[src/utf8dec_pkg.sv]
package utf8dec_pkg;

  // Decoder phase: what the next byte is expected to be
  typedef enum logic [1:0] {
    PH_LEAD  = 2'd0,  // awaiting a lead byte
    PH_LAST  = 2'd1,  // awaiting the final continuation byte
    PH_MID   = 2'd2   // awaiting the middle byte of a 3-byte form
  } phase_e;

  // Byte classification masks and codes
  localparam logic [7:0] TOP_BIT_MASK  = 8'h80;
  localparam logic [7:0] CONT_MASK     = 8'hC0;
  localparam logic [7:0] CONT_CODE     = 8'h80;
  localparam logic [7:0] LEAD2_MASK    = 8'hE0;
  localparam logic [7:0] LEAD2_CODE    = 8'hC0;

  localparam logic [15:0] CAPACITY_RESET = 16'hFFFF;

  // One result item
  typedef struct packed {
    logic [15:0] code_unit;
    logic        end_of_run;
    logic [15:0] units_written;
    logic [15:0] bytes_consumed;
  } result_t;

endpackage

[src/utf8_to_utf16_decoder_unit.sv]
// Channel  Direction  Handshake               Payload
// in       input      in_valid_i/in_ready_o   in_byte_i, last_in_run_i
// out      output     out_valid_o/out_ready_i code_unit_o, end_of_run_o,
//                                             units_written_o, bytes_consumed_o
// cfg      input      cfg_we_i                cfg_wdata_i (out_capacity)
//
// One byte per cycle while the result register has room. A byte waits
// in the input register; its results land in a two-entry result register.
// A byte that yields a unit and the end result holds the next byte back
// while the second result drains from the second result entry.
// Reset clears the phase, the run counters and both result entries; the
// capacity register returns to 65535. Output stalls back up into in_ready_o.
module utf8_to_utf16_decoder_unit
  import utf8dec_pkg::*;
#(
  parameter int COUNT_BITS = 16
) (
  input  logic        clk_i,
  input  logic        rst_ni,
  input  logic        cfg_we_i,
  input  logic [15:0] cfg_wdata_i,
  input  logic        in_valid_i,
  output logic        in_ready_o,
  input  logic [7:0]  in_byte_i,
  input  logic        last_in_run_i,
  output logic        out_valid_o,
  input  logic        out_ready_i,
  output logic [15:0] code_unit_o,
  output logic        end_of_run_o,
  output logic [15:0] units_written_o,
  output logic [15:0] bytes_consumed_o
);

  localparam int CMP_W = (COUNT_BITS > 16) ? COUNT_BITS : 16;
  localparam logic [COUNT_BITS-1:0] CNT_MAX = {COUNT_BITS{1'b1}};

  // Saturating add of a small increment
  function automatic logic [COUNT_BITS-1:0] sat_add(logic [COUNT_BITS-1:0] a,
                                                     logic [1:0] inc);
    logic [COUNT_BITS:0] s;
    s = {1'b0, a} + (COUNT_BITS+1)'(inc);
    return s[COUNT_BITS] ? CNT_MAX : s[COUNT_BITS-1:0];
  endfunction

  // Configuration register
  logic [15:0] cap_q;

  // Input register
  logic       in_v_q;
  logic [7:0] byte_q;
  logic       last_q;

  // Decoder state
  phase_e                phase_q, phase_d;
  logic [7:0]            lead_q, lead_d;
  logic [7:0]            fc_q, fc_d;
  logic [COUNT_BITS-1:0] uc_q, uc_d;
  logic [COUNT_BITS-1:0] bc_q, bc_d;
  logic [COUNT_BITS-1:0] lpos_q, lpos_d;
  logic                  disc_q, disc_d;

  // Result register: two entries, entry 0 drives the outputs
  logic    s0_v_q, s0_v_d, s1_v_q, s1_v_d;
  result_t s0_q, s0_d, s1_q, s1_d;

  // Step outputs
  logic [1:0] n_res;
  result_t    r0, r1;
  logic       proc, out_take;

  assign out_take   = s0_v_q && out_ready_i;
  assign proc       = in_v_q && !s1_v_q && (!s0_v_q || out_ready_i);
  assign in_ready_o = !in_v_q || proc;

  // Decode step for the registered byte
  always_comb begin
    logic [15:0]           unit;
    logic [1:0]            used;
    logic                  lead2;
    logic                  do_emit;
    logic                  do_finish;
    logic [COUNT_BITS-1:0] fin_bytes;
    logic [COUNT_BITS-1:0] uc_n;
    logic [COUNT_BITS-1:0] bc_n;
    logic                  cap_hit;
    phase_d   = phase_q;
    lead_d    = lead_q;
    fc_d      = fc_q;
    uc_d      = uc_q;
    bc_d      = bc_q;
    lpos_d    = lpos_q;
    disc_d    = disc_q;
    n_res     = 2'd0;
    r0        = '0;
    r1        = '0;
    unit      = '0;
    used      = 2'd1;
    do_emit   = 1'b0;
    do_finish = 1'b0;
    fin_bytes = bc_q;
    lead2     = ((lead_q & LEAD2_MASK) == LEAD2_CODE);
    cap_hit   = (CMP_W'(uc_q) >= CMP_W'(cap_q));
    uc_n      = '0;
    bc_n      = '0;

    if (disc_q) begin
      if (last_q) begin
        disc_d = 1'b0;
      end
    end else begin
      case (phase_q)
        PH_LAST: begin
          do_emit = 1'b1;
          if (lead2) begin
            unit = {5'd0, lead_q[4:0], byte_q[5:0]};
            used = 2'd2;
          end else begin
            unit = {lead_q[3:0], fc_q[5:0], byte_q[5:0]};
            used = 2'd3;
          end
        end
        PH_MID: begin
          fc_d = byte_q;
          if (last_q) begin
            do_finish = 1'b1;
            fin_bytes = lpos_q;
          end else begin
            phase_d = PH_LAST;
          end
        end
        PH_LEAD: begin
          if (cap_hit || byte_q == 8'd0) begin
            do_finish = 1'b1;
            fin_bytes = bc_q;
          end else if ((byte_q & TOP_BIT_MASK) == 8'd0 ||
                       (byte_q & CONT_MASK) == CONT_CODE) begin
            do_emit = 1'b1;
            unit    = {8'd0, byte_q};
            used    = 2'd1;
          end else begin
            lead_d = byte_q;
            lpos_d = bc_q;
            if (last_q) begin
              do_finish = 1'b1;
              fin_bytes = bc_q;
            end else if ((byte_q & LEAD2_MASK) == LEAD2_CODE) begin
              phase_d = PH_LAST;
            end else begin
              phase_d = PH_MID;
            end
          end
        end
        default: begin
          phase_d = PH_LEAD;
        end
      endcase
    end

    // Unit result, possibly followed by the end result
    if (do_emit) begin
      uc_n          = sat_add(uc_q, 2'd1);
      bc_n          = sat_add(bc_q, used);
      r0.code_unit  = unit;
      n_res         = 2'd1;
      phase_d       = PH_LEAD;
      uc_d          = uc_n;
      bc_d          = bc_n;
      if ((CMP_W'(uc_n) >= CMP_W'(cap_q)) || last_q) begin
        r1.end_of_run     = 1'b1;
        r1.units_written  = 16'(uc_n);
        r1.bytes_consumed = 16'(bc_n);
        n_res             = 2'd2;
        uc_d              = '0;
        bc_d              = '0;
        lpos_d            = '0;
        disc_d            = !last_q;
      end
    end

    // End result alone
    if (do_finish) begin
      r0.end_of_run     = 1'b1;
      r0.units_written  = 16'(uc_q);
      r0.bytes_consumed = 16'(fin_bytes);
      n_res             = 2'd1;
      uc_d              = '0;
      bc_d              = '0;
      lpos_d            = '0;
      phase_d           = PH_LEAD;
      disc_d            = !last_q;
    end
  end

  // Result register next values
  always_comb begin
    s0_v_d = s0_v_q;
    s1_v_d = s1_v_q;
    s0_d   = s0_q;
    s1_d   = s1_q;
    if (proc) begin
      s0_v_d = (n_res != 2'd0);
      s1_v_d = (n_res == 2'd2);
      s0_d   = r0;
      s1_d   = r1;
    end else if (out_take) begin
      s0_v_d = s1_v_q;
      s1_v_d = 1'b0;
      s0_d   = s1_q;
    end
  end

  // Control and state registers
  always_ff @(posedge clk_i or negedge rst_ni) begin
    if (!rst_ni) begin
      cap_q   <= CAPACITY_RESET;
      in_v_q  <= 1'b0;
      phase_q <= PH_LEAD;
      lead_q  <= '0;
      fc_q    <= '0;
      uc_q    <= '0;
      bc_q    <= '0;
      lpos_q  <= '0;
      disc_q  <= 1'b0;
      s0_v_q  <= 1'b0;
      s1_v_q  <= 1'b0;
    end else begin
      if (cfg_we_i) begin
        cap_q <= cfg_wdata_i;
      end
      if (in_ready_o) begin
        in_v_q <= in_valid_i;
      end
      if (proc) begin
        phase_q <= phase_d;
        lead_q  <= lead_d;
        fc_q    <= fc_d;
        uc_q    <= uc_d;
        bc_q    <= bc_d;
        lpos_q  <= lpos_d;
        disc_q  <= disc_d;
      end
      s0_v_q <= s0_v_d;
      s1_v_q <= s1_v_d;
    end
  end

  // Payload registers
  always_ff @(posedge clk_i) begin
    if (in_ready_o && in_valid_i) begin
      byte_q <= in_byte_i;
      last_q <= last_in_run_i;
    end
    s0_q <= s0_d;
    s1_q <= s1_d;
  end

  assign out_valid_o      = s0_v_q;
  assign code_unit_o      = s0_q.code_unit;
  assign end_of_run_o     = s0_q.end_of_run;
  assign units_written_o  = s0_q.units_written;
  assign bytes_consumed_o = s0_q.bytes_consumed;

endmodule

[config.mk]
export PLATFORM = sky130hd
export DESIGN_NAME = utf8_to_utf16_decoder_unit
export DESIGN_NICKNAME = d
export VERILOG_FILES = /design/src/utf8dec_pkg.sv /design/src/utf8_to_utf16_decoder_unit.sv
export SDC_FILE = /design/constraint.sdc
export NUM_CORES = 1
export LEC_CHECK = 0
export BUFFER_PORTS_ARGS = -buffer_cell sky130_fd_sc_hd__buf_2
export CAP_MARGIN = 0
export CORE_AREA = 2 2 150 152
export DETAILED_ROUTE_END_ITERATION = 6
export DIE_AREA = 0 0 152 154
export SLEW_MARGIN = 15
export SYNTH_ARGS = -nofsm -noshare
export SYNTH_HDL_FRONTEND = slang
export SYNTH_SLANG_ARGS = --single-unit
[constraint.sdc]
create_clock -name clk_i -period 7.94 [get_ports clk_i]
set_input_delay 0.794 -clock clk_i [delete_from_list [all_inputs] [get_ports clk_i]]
set_output_delay 0.794 -clock clk_i [all_outputs]
set_load 0.03 [all_outputs]
==> results of run 1 <==
## cell type report
type,count,area (um2)
multi-input cells,479,3350
well taps,280,350
inverters,47,176
fillers,2029,12000
flip-flops and latches,175,4850
clock inverters,14,106
repair buffers,87,459
clock buffers,18,429
## Yosys cell counts, types with 3 or more instances
master and instances:
and4_1 3, dfrtp_1 68, and3_1 5, nor2_1 68, or2_2 5, xnor2_1 7, xor2_1 6, nand2_1 53
nand2b_1 6, o221ai_2 5, a22o_1 25, a21oi_1 25, o2bb2ai_1 11, dfstp_2 16, nand3_1 24, nand3b_1 4
o221ai_1 4, clkbuf_1 32, o21ai_0 34, ha_1 35, or3_1 6, and2_1 27, inv_1 47, mux2i_1 7
mux2_2 13, edfxtp_1 91, nand4_1 12, nor3_1 5, buf_1 3, a31oi_1 10, a21o_1 3, nor4_1 4
buf_6 3, buf_2 5, a22o_2 16, a221oi_1 16
## worst max-delay path: stages (launching register included)
cell and delay, ns:
dfrtp_1 0.45, ha_1 0.23, and4_1 0.25, and2_1 0.17
and3_1 0.22, and4_1 0.27, nand4_1 0.54, and2_1 0.43
ha_1 0.28, nor2_1 0.09, a21oi_1 0.07, o41ai_1 0.37
a2bb2oi_1 0.20, nor3_2 0.77, nand2_1 0.84, o221ai_1 0.41
## per-layer routing
metal,GRT usage (%),vias up,wire length (um)
met5,0,-,0
met4,4.76,0,217
met3,3.69,21,758
met2,27.7,147,9250
met1,23.5,2951,9210
li1,-,2876,-
## power by group
| group | switching [W] | total [W] | leakage (nW) | internal (W) |
|---|---|---|---|---|
| Combinational | 0.000834 | 0.00117 | 1.82 | 0.000339 |
| Sequential | 0.000115 | 0.00142 | 1.97 | 0.00130 |
| Clock | 0.000368 | 0.000773 | 0.263 | 0.000406 |
## state kept, by name, indices dropped and copies added, names as in the netlist
register          flops
phase_q               2
fc_q                  6
byte_q                8
lead_q                8
s1_v_q                1
uc_q                 16
s1_q                 33
end_of_run_o          1
out_valid_o           1
bytes_consumed_o     16
in_v_q                1
bc_q                 16
code_unit_o          16
disc_q                1
lpos_q               16
units_written_o      16
last_q                1
cap_q                16
## kinds of logic (layout without fill, tap and decap cells)
family,after synthesis,in the layout,synth area share [%]
and+or+nand+nor,237,237,14.0
DFF,175,175,56.8
AOI/OAI and AO/OA,173,173,15.6
buffers and inverters,91,166,4.37
adders and majority gates,36,36,5.35
muxes,20,20,2.53
xor gates and xnor gates,13,13,1.33
## through the flow
step | hold slack [ns] | util, % | setup WS, ns | area (um2) | power, W
6_report | 0.161 | 44.8 | 2.24 | 9730 | 0.00337
5_1_grt | 0.144 | 44.8 | 1.72 | 9730 | 0.00355
4_1_cts | 0.143 | 44.8 | 2.27 | 9720 | 0.00340
3_5_place_dp | 0.455 | 42.4 | 2.28 | 9190 | 0.00262
3_3_place_gp | 0.451 | 42.4 | 2.33 | 9190 | 0.00261
2_1_floorplan | 0.432 | - | 3.38 | 8550 | 0.00228
## path summary, 6_finish.rpt
path	endpoint	cells past startpoint
worst min register to register	lead_q[7]$_DFFE_PN0P_	1
worst min-delay path	fc_q[3]$_DFFE_PN0P_	1
min in group clk_i	lead_q[7]$_DFFE_PN0P_	1
worst max-delay path	bc_q[2]$_DFFE_PN0P_	15
max in group asynchronous	lpos_q[12]$_DFFE_PN0P_	2
worst max register to register	bc_q[2]$_DFFE_PN0P_	15
==> results.toml, run 1 <==
[outcome]
status = "completed"

[floorplanning]
io_pins = 81
rows = 54
start_util_pct = 39.4
core_um2 = 21700
die_h_um = 154
die_w_um = 152
die_area_um2 = 23400

[setup_path]
crit_fanout = 21
r2r_slack_ns = 2.24
crit_required_ns = 8.26
start_kind = "flop"
crit_type = "flop to flop"
rr_startpoint = "uc_q[1]$_DFFE_PN0P_"
crit_start = "uc_q[1]$_DFFE_PN0P_"
cp-end-kind = "flop"
crit_arrival_ns = 6.02

[drt]
drc = 0
first_pass_iters = 5
drt.antenna.violating_nets = 0
via_per_inst = 5.45
vias = 5995
wl_per_cell_um = 17.7
dr.first_iter.drc_count = 435
drt-total-wl_mm = 19.4

[synth]
synth_cell_types = 69
synth.top_cell.area_share_pct = 32.0
synth_area_um2 = 8550
ys_ff_latch = 175
synth_edf_count = 91
yosysWarnings = 0
ys_seq_area_share_pct = 56.8
async_flop_share_pct = 48.0
synth_largest_area_cell = "edfxtp_1"
synth.area.top_cells = "edfxtp_1 (32%), dfrtp_1 (20%), ha_1 (5.1%), dfstp_2 (4.9%), nor2_1 (3.0%)"
synth_ff_type = "edfxtp_1"
syn_nets = 811
avgSynthCellArea_um2 = 11.5
syn_inst = 745

[sta]
skew_ns = 0.00853
rsz0062_at_grt = "no"
drv_slew = 0
fin_setup_tns_ns = 0
hold_viol = 0
worst_slew_pin_slew_ns = 1.14
finalCritPeriodShare_pct = 71.8
maxClockFrequency_mhz = 175
min_period_ns = 5.70
relSlewSlack_pct = 23.9
setup_viol = 0

[finish]
mostFrequentLayoutCell = "edfxtp_1"
diodes = 0
mostFrequentLayoutCells = "edfxtp_1 (91), buf_2 (79), nor2_1 (68), dfrtp_1 (68), nand2_1 (53)"
drive_above_1_share_pct = 22.3
instances_no_fill = 1100
fin_nets = 873
synthToLayoutAreaGrowth_pct = 13.7

[placed_design]
port_buffers = 80
gp_congestion = 0.819
dp_hpwl_mm = 12.8
dp_cells = 1068

[clocking]
cts_sinks = 175
clk-insertion-delay-late_ns = 0.43
postCtsHoldBufs = 0
post_cts_buffers = 0
cts_tree = "yes"
clkSlewWorstSetupHoldPaths_ns = 0.07
cts_buffers = 17
cts_resized = 0
cts-htree-levels = 4
ctsLongestPathBuffers = 2
cts-root-buf = "clkbuf_16"

[power_and_ir_drop]
vdd_drop_max_mv = 0.187
power.leakage_nw = 4.06
powerDensity_nw_per_um2 = 346

[global_routing]
grt_max_degree = 79
grt_pass1_wl_mm = 32.1
grt_use_total_pct = 17.2
first_global_vias = 5912
antenna_found_initial = 0
grt-ovfl-total = 0

[hold_path]
min_path_type = "input pin to asynchronous set/reset pin"

[flow_run]
max-cap-violations = 0
No activity file was read; power rests on OpenSTA's default activity.
==> run 2: changes to the inputs <==
Clock period 7.94 ns to 4.9 ns, I/O delays scaled along.
==> results.toml, run 2 (synthesized netlist as in run 1, its figures left out) <==
[sta]
drv_slew = 0
relSlewSlack_pct = 34.1
finalCritPeriodShare_pct = 93.8
setup_viol = 0
min_period_ns = 4.60
fin_ws_ns = 0.303
maxClockFrequency_mhz = 218
worst_slew_pin_slew_ns = 0.987
rsz0062_at_grt = "no"
hold_viol = 0
skew_ns = 0.0102
fin_setup_tns_ns = 0

[clocking]
post_cts_buffers = 0
cts-htree-levels = 4
cts_sinks = 175
ctsLongestPathBuffers = 2
clk-insertion-delay-late_ns = 0.44
cts_tree = "yes"
cts_buffers = 17
cts-root-buf = "clkbuf_16"
clkSlewWorstSetupHoldPaths_ns = 0.07

[placed_design]
port_buffers = 80
dp_hpwl_mm = 13.2
dp_worst_setup_slack_ns = 0.328
dp_cells = 1078
gp_congestion = 0.826

[finish]
largest_reg_flops = 33
instances_no_fill = 1111
diodes = 0
mostFrequentLayoutCells = "edfxtp_1 (91), buf_2 (79), nor2_1 (68), dfrtp_1 (68), nand2_1 (53)"
largest-register = "s1_q"
synthToLayoutAreaGrowth_pct = 15.9
fin_nets = 884
mostFrequentLayoutCell = "edfxtp_1"
fin_util_pct = 45.7
drive_above_1_share_pct = 23.6

[global_routing]
grt_pass1_wl_mm = 31.9
grt-ovfl-total = 0
antenna_found_initial = 0
grt_max_degree = 59
grt_use_total_pct = 17.3
first_global_vias = 5898

[drt]
vias = 5989
drt-total-wl_mm = 19.7
via_per_inst = 5.39
drc = 0
first_pass_iters = 4
dr.first_iter.drc_count = 388
drt.antenna.violating_nets = 0
wl_per_cell_um = 17.7

[hold_path]
min_path_type = "input pin to flop"

[floorplanning]
die_w_um = 152
start_util_pct = 39.4
io_pins = 81
rows = 54
core_um2 = 21700
die_area_um2 = 23400
die_h_um = 154

[setup_path]
worstPathCellList = "ha_1 > and4_1 > and2_1 > and3_1 > and4_1 > or4b_2 > o21ai_0 > inv_1 > ha_1 > nand2_1 > o21ai_0 > and4b_1 > a2bb2oi_2 > o211ai_1 > a21o_1 > buf_4 > a22o_2"
cp-end-kind = "flop"
crit_arrival_ns = 4.92
crit_required_ns = 5.22
crit_fanout = 16
critical_path.slowest_cell = "or4b_2"
start_kind = "flop"
crit_path_max_incr_delay_ns = 0.65
crit_type = "flop to flop"

[power_and_ir_drop]
power.leakage_nw = 4.16
vdd_drop_max_mv = 0.265
powerDensity_nw_per_um2 = 576

[outcome]
status = "completed"

[flow_run]
max-cap-violations = 0
==> run 2: cell types whose count changed in the layout (fill, tap and decap cells not counted), sizes merged <==
cell | before | now
inv | 54 | 55
dlygate4sd3 | 0 | 1
clkinv | 6 | 3
clkinvlp | 1 | 0
bufinv | 0 | 3
buf | 87 | 97
==> run 2: path summary, 6_finish.rpt <==
path | cells after the start | start | endpoint | slack, ns
worst max-delay path | 17 | uc_q[0]$_DFFE_PN0P_ | lpos_q[8]$_DFFE_PN0P_ | 0.30
min in group asynchronous | 2 | rst_ni | lead_q[3]$_DFFE_PN0P_ | 0.51
worst min-delay path | 1 | last_in_run_i | last_q$_DFFE_PP_ | 0.22
worst min register to register | 1 | lead_q[6]$_DFFE_PN0P_ | lead_q[6]$_DFFE_PN0P_ | 0.50
max in group asynchronous | 3 | rst_ni | disc_q$_DFFE_PN0P_ | 3.25
worst max register to register | 17 | uc_q[0]$_DFFE_PN0P_ | lpos_q[8]$_DFFE_PN0P_ | 0.30
==> run 2: critical path, delay by kind of cell (launching register included) <==
family	cells	cell delay, ns
buf+inv	2	0.29
simple gates	7	1.83
compound gates	6	1.33
fa+ha+maj	2	0.58
flops	1	0.44
==> run 2: repair_timing <==
item / in CTS / in global routing
hold buffers: 1 / 0
hold endpoints to repair: 14 / 0
endpoints found under the setup margin: 0 / 16
resized for setup: 0 / 1
==> run 2: stage by stage <==
stage | cell area [um2] | hold slack, ns | total power [W]
floorplan | 8550 | 0.194 | 0.00369
global placement | 9270 | 0.438 | 0.00429
detailed placement | 9270 | 0.442 | 0.00431
CTS | 9910 | 0.209 | 0.00576
global route | 9910 | 0.206 | 0.00600
finish | 9910 | 0.225 | 0.00571
==> run 2: where the power goes <==
group / internal, W / total [W] / switching (W)
sequential: 0.00211 / 0.00230 / 0.000191
combinational: 0.000595 / 0.00196 / 0.00137
clock: 0.000825 / 0.00144 / 0.000618
==> run 2: per-layer routing <==
| layer | share of wire, % | vias to the layer above | global-route usage [%] |
|---|---|---|---|
| met5 | 0 | - | 0 |
| met4 | 1.6 | 0 | 5.30 |
| met3 | 3.8 | 20 | 3.78 |
| met2 | 47 | 125 | 27.7 |
| met1 | 47 | 2940 | 23.6 |
| li1 | - | 2904 | - |
==> run 2: cell type report <==
class	instances	area [um2]
clock buffers	18	429
clock inverters	14	195
fillers	1982	11800
inverters	47	176
multi-input cells	479	3360
flip-flops and latches	175	4850
well taps	280	350
repair buffers	98	553
==> run 3: changes to the inputs <==
--- a/config.mk
+++ b/config.mk
@@ -12,2 +12,3 @@
 export DIE_AREA = 0 0 152 154
+export GPL_ROUTABILITY_DRIVEN = 0
 export SLEW_MARGIN = 15
==> constraint.sdc (replaced) <==
create_clock -name clk_i -period 5.4 [get_ports clk_i]
set_input_delay 0.81 -clock clk_i [delete_from_list [all_inputs] [get_ports clk_i]]
set_output_delay 0.81 -clock clk_i [all_outputs]
set_load 0.03 [all_outputs]
==> results.toml, run 3 (synthesized netlist as in run 1, its figures left out) <==
[setup_path]
setup.worst_path.end = "s1_q[17]$_SDFFCE_PP0P_"
crit_path_max_incr_delay_ns = 0.44
start_kind = "flop"
cp.depth = 16
crit_fanout = 30
worstPathCellList = "ha_1 > and4_1 > and2_1 > and3_1 > and4_1 > nand4_1 > and2_1 > ha_1 > nor2_1 > a21oi_1 > o41ai_1 > a2bb2oi_1 > o211ai_1 > buf_4 > inv_1 > and2_1"
r2r_slack_ns = 0.75
crit_start = "uc_q[1]$_DFFE_PN0P_"
critical_path.slowest_cell = "dfrtp_1"
rr_startpoint = "uc_q[1]$_DFFE_PN0P_"
r2r_end = "s1_q[17]$_SDFFCE_PP0P_"
cp-end-kind = "flop"
crit_type = "flop to flop"
crit_required_ns = 5.58
cp_num_buf_inv = 2
crit_arrival_ns = 4.83
crit_path_frequent_cell = "and2_1"
crit_family = "simple AND/OR/NAND/NOR gates"
r2r_cells = 16

[sta]
relSlewSlack_pct = 31.1
fin_setup_tns_ns = 0
rsz0062_at_grt = "no"
setup_viol = 0
worst_slew_pin_slew_ns = 1.03
fin_ws_ns = 0.753
skew_ns = 0.0101
maxClockFrequency_mhz = 215
hold_viol = 0
finalCritPeriodShare_pct = 86.1
drv_slew = 0
min_period_ns = 4.65

[floorplanning]
die_h_um = 154
rows = 54
die_w_um = 152
io_pins = 81
core_um2 = 21700
start_util_pct = 39.4
die_area_um2 = 23400

[finish]
synthToLayoutAreaGrowth_pct = 14.5
mostFrequentLayoutCell = "edfxtp_1"
largest-register = "s1_q"
largest_reg_flops = 33
diodes = 0
fillCellCount = 1985
fin_nets = 877
drive_above_1_share_pct = 23.1
mostFrequentLayoutCells = "edfxtp_1 (91), buf_2 (79), nor2_1 (68), dfrtp_1 (68), nand2_1 (53)"

[power_and_ir_drop]
powerDensity_nw_per_um2 = 511
power.leakage_nw = 4.10
vdd_drop_max_mv = 0.265
p_total_w = 0.00500

[hold_path]
min_path_type = "input pin to asynchronous set/reset pin"

[clocking]
cts_buffers = 17
cts_resized = 0
cts_tree = "yes"
postCtsHoldBufs = 0
post_cts_buffers = 0
ctsLongestPathBuffers = 2
cts-root-buf = "clkbuf_16"
cts_sinks = 175
clk-insertion-delay-late_ns = 0.43
clkSlewWorstSetupHoldPaths_ns = 0.07
cts-htree-levels = 4

[drt]
first_pass_iters = 4
drc = 0
drt-total-wl_mm = 19.4
wl_per_cell_um = 17.6
drt.antenna.violating_nets = 0
via_per_inst = 5.34
vias = 5896
dr.first_iter.drc_count = 475

[placed_design]
dp_hpwl_mm = 12.9
dp_worst_setup_slack_ns = 0.738
port_buffers = 80

[global_routing]
antenna_found_initial = 0
grt_use_total_pct = 17.2
first_global_vias = 5907
grt-ovfl-total = 0
grt_max_degree = 71
grt_pass1_wl_mm = 32.1

[flow_run]
max-cap-violations = 0

[outcome]
status = "completed"
## run 3: stage by stage
step                area (um2)  hold WS [ns]  cells  utilization [%]
CTS                       9790         0.216   1104             45.1
floorplan                 8550         0.432    745                -
global route              9790         0.202   1104             45.1
global placement          9220         0.449   1072             42.5
finish                    9790         0.223   1104             45.1
detailed placement        9220         0.452   1072             42.5
## run 3: layout make-up
| type | instances | area (um2) | area share [%] |
|---|---|---|---|
| Clock buffer | 17 | 425 | 4.34 |
| Clock inverter | 15 | 150 | 1.53 |
| Inverter | 47 | 176 | 1.80 |
| Multi-Input combinational cell | 479 | 3350 | 34.2 |
| Sequential cell | 175 | 4850 | 49.6 |
| Tap cell | 280 | 350 | 3.58 |
| Timing Repair Buffer | 91 | 485 | 4.96 |
## run 3: power by group
group / internal, W / leakage, nW / switching (W)
Sequential: 0.00192 / 1.97 / 0.000168
Combinational: 0.000507 / 1.84 / 0.00122
Clock: 0.000615 / 0.283 / 0.000571
## run 3: worst min-delay path by stage
stage,from,endpoint,slack (ns),cells after the start
2_1_floorplan,lead_q[6]$_DFFE_PN0P_,lead_q[6]$_DFFE_PN0P_,0.43,1
4_1_cts,rst_ni,lead_q[3]$_DFFE_PN0P_,0.22,1
5_1_grt,rst_ni,lead_q[3]$_DFFE_PN0P_,0.20,1
3_5_place_dp,lead_q[6]$_DFFE_PN0P_,lead_q[6]$_DFFE_PN0P_,0.45,1
6_report,rst_ni,lead_q[3]$_DFFE_PN0P_,0.22,1
3_3_place_gp,lead_q[6]$_DFFE_PN0P_,lead_q[6]$_DFFE_PN0P_,0.45,1
## run 3: routing by layer
layer | routed length, um | vias to the layer above | global-route usage, %
met3 | 915 | 17 | 3.97
met2 | 9170 | 147 | 27.9
met1 | 9070 | 2856 | 23.4
met5 | 0 | - | 0
met4 | 240 | 0 | 4.45
li1 | - | 2876 | -
